`config.mk`:
```
export PLATFORM = sky130hd
export DESIGN_NAME = gated_triangle_lfo
export DESIGN_NICKNAME = d
export VERILOG_FILES = /design/src/rtl/gtl_pkg.sv /design/src/rtl/gtl_phase.sv /design/src/rtl/gated_triangle_lfo.sv
export VERILOG_INCLUDE_DIRS = /design/src /design/src/rtl
export SDC_FILE = /design/constraint.sdc
export NUM_CORES = 1
export LEC_CHECK = 0
export BUFFER_PORTS_ARGS = -buffer_cell sky130_fd_sc_hd__clkbuf_2
export CAP_MARGIN = 20
export CORE_MARGIN = 2
export CORE_UTILIZATION = 65
export DETAILED_ROUTE_END_ITERATION = 12
export PLACE_DENSITY = 0.95
export SLEW_MARGIN = 20
export SYNTH_ARGS = -nofsm -noshare
export SYNTH_HDL_FRONTEND = slang
export SYNTH_SLANG_ARGS = --single-unit
```
`constraint.sdc`:
```
create_clock -name clk -period 11.2 [get_ports clk]
set_input_delay 2.8 -clock clk [delete_from_list [all_inputs] [get_ports clk]]
set_output_delay 2.8 -clock clk [all_outputs]
set_load 0.02 [all_outputs]
```
`src/rtl/gated_triangle_lfo_assert.svh`:
```
// Assertion macros shared by the LFO files.
// GTL_ASSERT_IMP: when a holds, c holds in the same cycle.
// GTL_ASSERT_NXT: when a holds, c holds in the next cycle.
`ifndef GATED_TRIANGLE_LFO_ASSERT_SVH
`define GATED_TRIANGLE_LFO_ASSERT_SVH
`ifndef SYNTHESIS
`define GTL_ASSERT_IMP(label, clk, rst, a, c) \
  label: assert property (@(posedge clk) disable iff (rst) (a) |-> (c)) \
    else $error("gated_triangle_lfo: assertion failed");
`define GTL_ASSERT_NXT(label, clk, rst, a, c) \
  label: assert property (@(posedge clk) disable iff (rst) (a) |=> (c)) \
    else $error("gated_triangle_lfo: assertion failed");
`else
`define GTL_ASSERT_IMP(label, clk, rst, a, c)
`define GTL_ASSERT_NXT(label, clk, rst, a, c)
`endif
`endif

```
`src/rtl/gtl_pkg.sv`:
```
package gtl_pkg;

  localparam int PHASE_BITS = 32;
  localparam int OUT_BITS   = 16;
  localparam int FRAC_BITS  = OUT_BITS - 3;
  // folded phase needs headroom for offset add and both folds
  localparam int X_BITS     = PHASE_BITS + 3;
  localparam int SHIFT      = PHASE_BITS - 2 - FRAC_BITS;

  localparam int ADDR_BITS  = 6;
  localparam int DATA_BITS  = 64;
  localparam int IDX_BITS   = 3;

  typedef logic signed [X_BITS-1:0]   x_t;
  typedef logic signed [OUT_BITS-1:0] sample_t;

  localparam x_t ONE_X     = x_t'(64'd1 << (PHASE_BITS - 2));
  localparam x_t TWO_X     = x_t'(64'd1 << (PHASE_BITS - 1));
  localparam x_t NEG_ONE_X = -ONE_X;
  localparam x_t NEG_TWO_X = -TWO_X;

  localparam sample_t MINUS_TWO = sample_t'(-(64'sd2 <<< FRAC_BITS));

  // register indexes, byte address = 8 * index
  typedef enum logic [IDX_BITS-1:0] {
    REG_OUTER_STEP   = 3'd0,
    REG_INNER_STEP   = 3'd1,
    REG_ACTIVE_WIDTH = 3'd2,
    REG_START_OFFSET = 3'd3,
    REG_HOLD_LAST    = 3'd4,
    REG_IDLE_VALUE   = 3'd5,
    REG_SYNC_INNER   = 3'd6
  } reg_idx_t;

  typedef struct packed {
    logic [PHASE_BITS-1:0]        outer_step;
    logic [PHASE_BITS-1:0]        inner_step;
    logic [PHASE_BITS:0]          active_width;
    logic signed [PHASE_BITS:0]   start_offset;
    logic                         hold_last;
    sample_t                      idle_value;
    logic                         sync_inner;
  } cfg_t;

  // per-tick control carried down the pipeline
  typedef struct packed {
    logic restart;
    logic gate;
  } tick_t;

endpackage

```
`src/rtl/gtl_phase.sv`:
```
`include "gated_triangle_lfo_assert.svh"

module gtl_phase (
  input  logic                         clk,
  input  logic                         rst,
  input  logic                         en,
  input  logic                         accept,
  input  logic                         restart,
  input  gtl_pkg::cfg_t                cfg,
  output logic                         s1_valid,
  output gtl_pkg::tick_t               s1_tick,
  output gtl_pkg::x_t                  s1_x
);

  logic [gtl_pkg::PHASE_BITS-1:0] outer_phase, outer_phase_next;
  logic [gtl_pkg::PHASE_BITS-1:0] inner_phase, inner_phase_next;
  logic [gtl_pkg::PHASE_BITS-1:0] outer_eff;
  logic [gtl_pkg::PHASE_BITS:0]   outer_sum;
  logic                           gate;
  logic                           wrap;
  gtl_pkg::x_t                    x;

  always_comb begin
    outer_eff = restart ? '0 : outer_phase;
    gate      = {1'b0, outer_eff} >= cfg.active_width;
    outer_sum = {1'b0, outer_eff} + {1'b0, cfg.outer_step};
    wrap      = outer_sum[gtl_pkg::PHASE_BITS];
    outer_phase_next = outer_sum[gtl_pkg::PHASE_BITS-1:0];
    inner_phase_next = inner_phase;
    if (!gate) begin
      inner_phase_next = inner_phase + cfg.inner_step;
    end
    if (wrap && cfg.sync_inner) begin
      inner_phase_next = '0;
    end
    // triangle source uses the phase before this tick's advance
    x = $signed({{(gtl_pkg::X_BITS-gtl_pkg::PHASE_BITS){1'b0}}, inner_phase})
      + {{(gtl_pkg::X_BITS-gtl_pkg::PHASE_BITS-1){cfg.start_offset[gtl_pkg::PHASE_BITS]}},
         cfg.start_offset};
  end

  always_ff @(posedge clk) begin
    if (rst) begin
      outer_phase <= '0;
      inner_phase <= '0;
      s1_valid    <= 1'b0;
    end else begin
      if (accept) begin
        outer_phase <= outer_phase_next;
        inner_phase <= inner_phase_next;
      end
      if (en) begin
        s1_valid <= accept;
      end
    end
  end

  always_ff @(posedge clk) begin
    if (accept) begin
      s1_tick.restart <= restart;
      s1_tick.gate    <= gate;
      s1_x            <= x;
    end
  end

  // a gated tick freezes the inner phase unless a synced wrap clears it
  `GTL_ASSERT_NXT(a_gate_freezes_inner, clk, rst, accept && gate && !(wrap && cfg.sync_inner), inner_phase == $past(inner_phase))
  // restart forces the outer phase to zero, so only a zero width gates
  `GTL_ASSERT_IMP(a_restart_ungated, clk, rst, accept && restart && (cfg.active_width != '0), !gate)

endmodule

```
`src/rtl/gated_triangle_lfo.sv`:
```
// An accepted tick passes three register stages in order, s1, s2 and the output register,
// before its result item can be taken.
// Throughput: one tick per cycle while the output is not stalled; the phase accumulators
// and the gate compare sit in stage 1, and the two folds sit in the following two pipeline stages.
// A stalled output item holds the whole pipeline and stalls the input, bubbles included.
// Reset (rst, synchronous): phases 0, last value -2.0, registers to their defaults.
`include "gated_triangle_lfo_assert.svh"

module gated_triangle_lfo (
  input  logic                              clk,
  input  logic                              rst,
  // configuration port
  input  logic                              psel,
  input  logic                              penable,
  input  logic                              pwrite,
  input  logic [gtl_pkg::ADDR_BITS-1:0]     paddr,
  input  logic [gtl_pkg::DATA_BITS-1:0]     pwdata,
  output logic [gtl_pkg::DATA_BITS-1:0]     prdata,
  output logic                              pready,
  // tick input
  input  logic                              in_valid,
  output logic                              in_stall,
  input  logic                              restart,
  // sample output
  output logic                              out_valid,
  input  logic                              out_stall,
  output logic signed [gtl_pkg::OUT_BITS-1:0] sample_value,
  output logic                              gated
);

  gtl_pkg::cfg_t     cfg;
  gtl_pkg::reg_idx_t idx;
  logic              wr;

  // pipeline control
  logic              en;
  logic              accept;
  logic              s1_valid, s2_valid;
  gtl_pkg::tick_t    s1_tick, s2_tick;
  gtl_pkg::x_t       s1_x, s2_x, x1, x3;
  gtl_pkg::sample_t  tri_value;
  gtl_pkg::sample_t  last_value;
  gtl_pkg::sample_t  last_eff;
  gtl_pkg::sample_t  res;

  // ---------------------------------------------------------------------------
  // Register file. Registers sit at 8-byte spacing; paddr[5:3] picks one.
  // ---------------------------------------------------------------------------
  assign pready = 1'b1;
  assign wr     = psel && penable && pwrite;
  assign idx    = gtl_pkg::reg_idx_t'(paddr[gtl_pkg::ADDR_BITS-1:gtl_pkg::ADDR_BITS-gtl_pkg::IDX_BITS]);

  always_ff @(posedge clk) begin
    if (rst) begin
      cfg.outer_step   <= '0;
      cfg.inner_step   <= '0;
      cfg.active_width <= {1'b1, {gtl_pkg::PHASE_BITS{1'b0}}};  // always active
      cfg.start_offset <= '0;
      cfg.hold_last    <= 1'b0;
      cfg.idle_value   <= gtl_pkg::MINUS_TWO;
      cfg.sync_inner   <= 1'b0;
    end else if (wr) begin
      unique case (idx)
        gtl_pkg::REG_OUTER_STEP:   cfg.outer_step   <= pwdata[gtl_pkg::PHASE_BITS-1:0];
        gtl_pkg::REG_INNER_STEP:   cfg.inner_step   <= pwdata[gtl_pkg::PHASE_BITS-1:0];
        gtl_pkg::REG_ACTIVE_WIDTH: cfg.active_width <= pwdata[gtl_pkg::PHASE_BITS:0];
        gtl_pkg::REG_START_OFFSET: cfg.start_offset <= $signed(pwdata[gtl_pkg::PHASE_BITS:0]);
        gtl_pkg::REG_HOLD_LAST:    cfg.hold_last    <= pwdata[0];
        gtl_pkg::REG_IDLE_VALUE:   cfg.idle_value   <= $signed(pwdata[gtl_pkg::OUT_BITS-1:0]);
        gtl_pkg::REG_SYNC_INNER:   cfg.sync_inner   <= pwdata[0];
        default: ;  // unmapped slot: write dropped
      endcase
    end
  end

  // read-back; signed registers come back sign-extended
  always_comb begin
    prdata = '0;
    unique case (idx)
      gtl_pkg::REG_OUTER_STEP:
        prdata = {{(gtl_pkg::DATA_BITS-gtl_pkg::PHASE_BITS){1'b0}}, cfg.outer_step};
      gtl_pkg::REG_INNER_STEP:
        prdata = {{(gtl_pkg::DATA_BITS-gtl_pkg::PHASE_BITS){1'b0}}, cfg.inner_step};
      gtl_pkg::REG_ACTIVE_WIDTH:
        prdata = {{(gtl_pkg::DATA_BITS-gtl_pkg::PHASE_BITS-1){1'b0}}, cfg.active_width};
      gtl_pkg::REG_START_OFFSET:
        prdata = {{(gtl_pkg::DATA_BITS-gtl_pkg::PHASE_BITS-1){cfg.start_offset[gtl_pkg::PHASE_BITS]}},
                  cfg.start_offset};
      gtl_pkg::REG_HOLD_LAST:
        prdata = {{(gtl_pkg::DATA_BITS-1){1'b0}}, cfg.hold_last};
      gtl_pkg::REG_IDLE_VALUE:
        prdata = {{(gtl_pkg::DATA_BITS-gtl_pkg::OUT_BITS){cfg.idle_value[gtl_pkg::OUT_BITS-1]}},
                  cfg.idle_value};
      gtl_pkg::REG_SYNC_INNER:
        prdata = {{(gtl_pkg::DATA_BITS-1){1'b0}}, cfg.sync_inner};
      default: prdata = '0;
    endcase
  end

  // ---------------------------------------------------------------------------
  // Pipeline moves as one whenever the output register is free or being taken.
  // ---------------------------------------------------------------------------
  assign en       = !out_valid || !out_stall;
  assign in_stall = !en;
  assign accept   = in_valid && en;

  // stage 1: phase accumulators, gate decision, x = inner + offset
  gtl_phase u_phase (
    .clk      (clk),
    .rst      (rst),
    .en       (en),
    .accept   (accept),
    .restart  (restart),
    .cfg      (cfg),
    .s1_valid (s1_valid),
    .s1_tick  (s1_tick),
    .s1_x     (s1_x)
  );

  // stage 2: fold at +1
  assign x1 = (s1_x > gtl_pkg::ONE_X) ? (gtl_pkg::TWO_X - s1_x) : s1_x;

  always_ff @(posedge clk) begin
    if (rst) begin
      s2_valid <= 1'b0;
    end else if (en) begin
      s2_valid <= s1_valid;
    end
  end

  always_ff @(posedge clk) begin
    if (en && s1_valid) begin
      s2_tick <= s1_tick;
      s2_x    <= x1;
    end
  end

  // stage 3: fold at -1, floor to Q3.13 by dropping low bits, pick the output
  assign x3        = (s2_x < gtl_pkg::NEG_ONE_X) ? (gtl_pkg::NEG_TWO_X - s2_x) : s2_x;
  assign tri_value = x3[gtl_pkg::SHIFT+gtl_pkg::OUT_BITS-1:gtl_pkg::SHIFT];
  // restart drops the held value back to -2.0 before this tick
  assign last_eff  = s2_tick.restart ? gtl_pkg::MINUS_TWO : last_value;

  always_comb begin
    if (!s2_tick.gate) begin
      res = tri_value;
    end else if (cfg.hold_last) begin
      res = last_eff;
    end else begin
      res = cfg.idle_value;
    end
  end

  always_ff @(posedge clk) begin
    if (rst) begin
      out_valid  <= 1'b0;
      last_value <= gtl_pkg::MINUS_TWO;
    end else if (en) begin
      out_valid <= s2_valid;
      if (s2_valid) begin
        last_value <= s2_tick.gate ? last_eff : tri_value;
      end
    end
  end

  always_ff @(posedge clk) begin
    if (en && s2_valid) begin
      sample_value <= res;
      gated        <= s2_tick.gate;
    end
  end

  // after the first fold nothing lies above +1
  `GTL_ASSERT_IMP(a_fold_upper, clk, rst, s2_valid, s2_x <= gtl_pkg::ONE_X)
  // gated items without hold carry the idle level
  `GTL_ASSERT_IMP(a_idle_out, clk, rst, out_valid && gated && !cfg.hold_last,
                  sample_value == cfg.idle_value)

endmodule
```
==> results_dict.tcl <==
set metrics [dict create \
    status "complete, no violations" \
    ant_nets 0 \
    vias 17830 \
    drive_above_1_share_pct 10.90 \
    synth_cells 2296 \
    min_period_ns 8.245 \
    drt_wl_total_um 55730 \
    p_switching_mw 0.6368 \
    async_reset_ff_share_pct 0 \
    synth_cell_type_count 78 \
    grt_max_degree 89 \
    die_h_um 175.9 \
    cts_setup_buffers 0 \
    overflow 0 \
    clockPowerShare_pct 45.6 \
    hp-start "u_phase.s1_tick[0]" \
    grt_pass1_wl_um 87860 \
    hold_viol_final 0 \
    cts-hold-fix-buffers 0 \
    arrival_ns 5.45 \
    clock.fmax_mhz 121.3 \
    crit_path_end_kind "output port" \
    avgSynthCellArea_sq_um 8.367 \
    final_cell_mix "465 x nand2_1, 302 x a21oi_1, 231 x dfxtp_1" \
    timing_worst_setup_path_type "in -> out" \
    combinationalPowerShare_pct 7.2 \
    path_clk_slew_ns 0.06 \
    ir_drop_mv 0.09904 \
    cap_violations 0 \
    min_path_type "reg -> reg" \
    final_nets 2547 \
    cp_max_fo 32 \
    power_per_cell_area_nw_per_um2 125.1 \
    timing.rr.start "u_phase.outer_phase[0]" \
    grt_pass1_vias 17120 \
    synth_top_cell_by_area "dfxtp_1" \
    finalSetupViolations 0 \
    initial_core_util_pct 66.39 \
    netlist.area_leader.share_pct 24.07 \
    cts_buffers 35 \
    ys_seq_area_share_pct 38.14 \
    insertion_delay_ns 0.52 \
    setup_ws_ns 2.955 \
    ys_ff_latch 321 \
    synth_nets 2503 \
    fin_skew_ns 0.02085 \
    rows 62 \
    cp-start-kind "primary input" \
    swShare_pct 24.15 \
    antenna_found_initial 2 \
    pre_cts_ws_ns 2.641 \
    tightest_slew_ns 1.047 \
    h-tree-depth 2 \
    gr-usage-all-layers_pct 35.90 \
    drt_first_pass_iters 7 \
    io_buffer_count 126 \
    remaining_drc_errors 0 \
    wl_per_cell_um 20.26 \
    setup_tns_ns 0 \
    synth_enable_flop_cells 90 \
    grt_setup_unrepaired "no" \
    p_leak_nw 8.510 \
    ys.flop_type "dfxtp_1" \
    drtIter0Drc 2057 \
    pwr-share-seq_pct 47.2 \
    post_drt_via_cell_ratio 6.482 \
    required_ns 8.40 \
    relSlewSlack_pct 30.20 \
    syn_to_final_growth_pct 9.776 \
    gp_congestion 0.9642 \
    synthTopCellsByArea "dfxtp_1 24%, edfxtp_1 14%, nand2_1 9.1%" \
    cts_root_buf "clkbuf_16" \
    final_util_pct 72.88 \
    cts_resized 0 \
    dieArea_sq_um 30940 \
    syn_area_sq_um 19210 \
    period_share_pct 73.62 \
    cts_buffer_depth 3 \
    critPathLaunch "paddr[4]" \
    clock-sinks 321 \
    coreArea_sq_um 28940 \
    final_common_cell "nand2_1" \
    ios 162 \
    yosys_warnings 0 \
    r2r_slack_ns 6.64 \
    die_w_um 175.9 \
    internal_power_mw 2.000 \
    cts_tree "built" \
    drv_slew 0 \
    hpwlAfterDp_um 39490 \
]
==> per-stage QoR <==
stage | area (sq um) | hold WS (ns) | power (mW) | cells
after global routing | 21090 | 0.4369 | 2.700 | 2750
final | 21090 | 0.4187 | 2.637 | 2751
after global placement | 19840 | 0.4019 | 1.444 | 2685
after floorplan | 19210 | 0.4003 | 1.390 | 2296
after CTS | 21040 | 0.4190 | 2.631 | 2749
after detailed placement | 19850 | 0.4057 | 1.452 | 2686
==> critical path: stages <==
cell and delay, ns:
clkbuf_2 0.47, buf_16 0.26, inv_1 0.16, nor2_1 0.39, nand2_1 0.15, a21oi_2 0.81, a31o_2 0.22, clkbuf_2 0.17
==> routing by layer <==
metal  vias to the layer above  GRT usage (%)  part of all wire [%]
met5                         -              0                 0.023
met4                         2          22.18                   6.7
met3                       261          6.147                    10
met2                      1121          58.74                    46
met1                      8311          44.35                    37
li1                       8138              -                     -
==> cells in the mapped netlist, drive strengths merged, types with 5 or more instances <==
master   instances
xnor2           77
o21a             7
or4              7
a21o            61
clkbuf          88
edfxtp          90
or3             28
dfxtp          231
buf             49
nand3           27
nand2b          23
a31oi           18
o21bai          19
nand4           13
o211ai           7
nor2b           43
a2111oi          5
a211oi           9
nand2          465
or2             10
mux4            25
xor2            43
nand3b           6
ha             126
and2             5
o21ai          129
a21oi          304
nor4             8
nor3            18
a22oi            9
mux2i           25
nor2           101
and3            11
o31ai           16
o22ai           11
inv            111
==> flip-flops by register name, indices dropped and copies added (netlist names) <==
register and cells:
u_phase.outer_phase 32, u_phase.s1_x 34, s2_x 35, cfg 148
out_valid 1, s2_tick 2, gated 1, u_phase.inner_phase 32
u_phase.s1_tick 2, u_phase.s1_valid 1, sample_value 16, last_value 16
s2_valid 1
==> path summary, 6_finish.rpt <==
kind                                                 to  cells past startpoint
worst max-delay path                         prdata[32]                      8
worst min-delay path                         s2_tick[0]                      0
worst max register to register  u_phase.inner_phase[30]                     14
worst min register to register               s2_tick[0]                      0
==> area by class of cell <==
| type | count | area, sq um |
|---|---|---|
| multi-input cells | 1726 | 10870 |
| fillers | 2036 | 7848 |
| flip-flops and latches | 321 | 7327 |
| clock buffers | 49 | 1041 |
| repair buffers | 144 | 795.8 |
| well taps | 384 | 480.5 |
| inverters | 112 | 420.4 |
| clock inverters | 14 | 152.6 |
| diodes | 1 | 2.502 |
==> cell families (layout without fill, tap and decap cells) <==
kind of cell    count (synthesis)  count (layout)  synth area share, %
flops                         321             321                38.14
buf+inv                       249             319                5.510
fa+ha+maj                     131             131                8.624
mux                            51              51                4.292
xor+xnor                      120             120                5.471
simple gates                  783             783                18.27
other cells                     1               2              0.01952
compound gates                640             640                19.67
==> power groups by stage <==
stage | Combinational [mW] | Clock (mW) | Sequential, mW
floorplan | 0.127 | 0 | 1.26
global placement | 0.176 | 0 | 1.27
detailed placement | 0.182 | 0 | 1.27
CTS | 0.185 | 1.20 | 1.24
global route | 0.204 | 1.25 | 1.25
finish | 0.191 | 1.20 | 1.24
(Power assumes the default switching activity.)
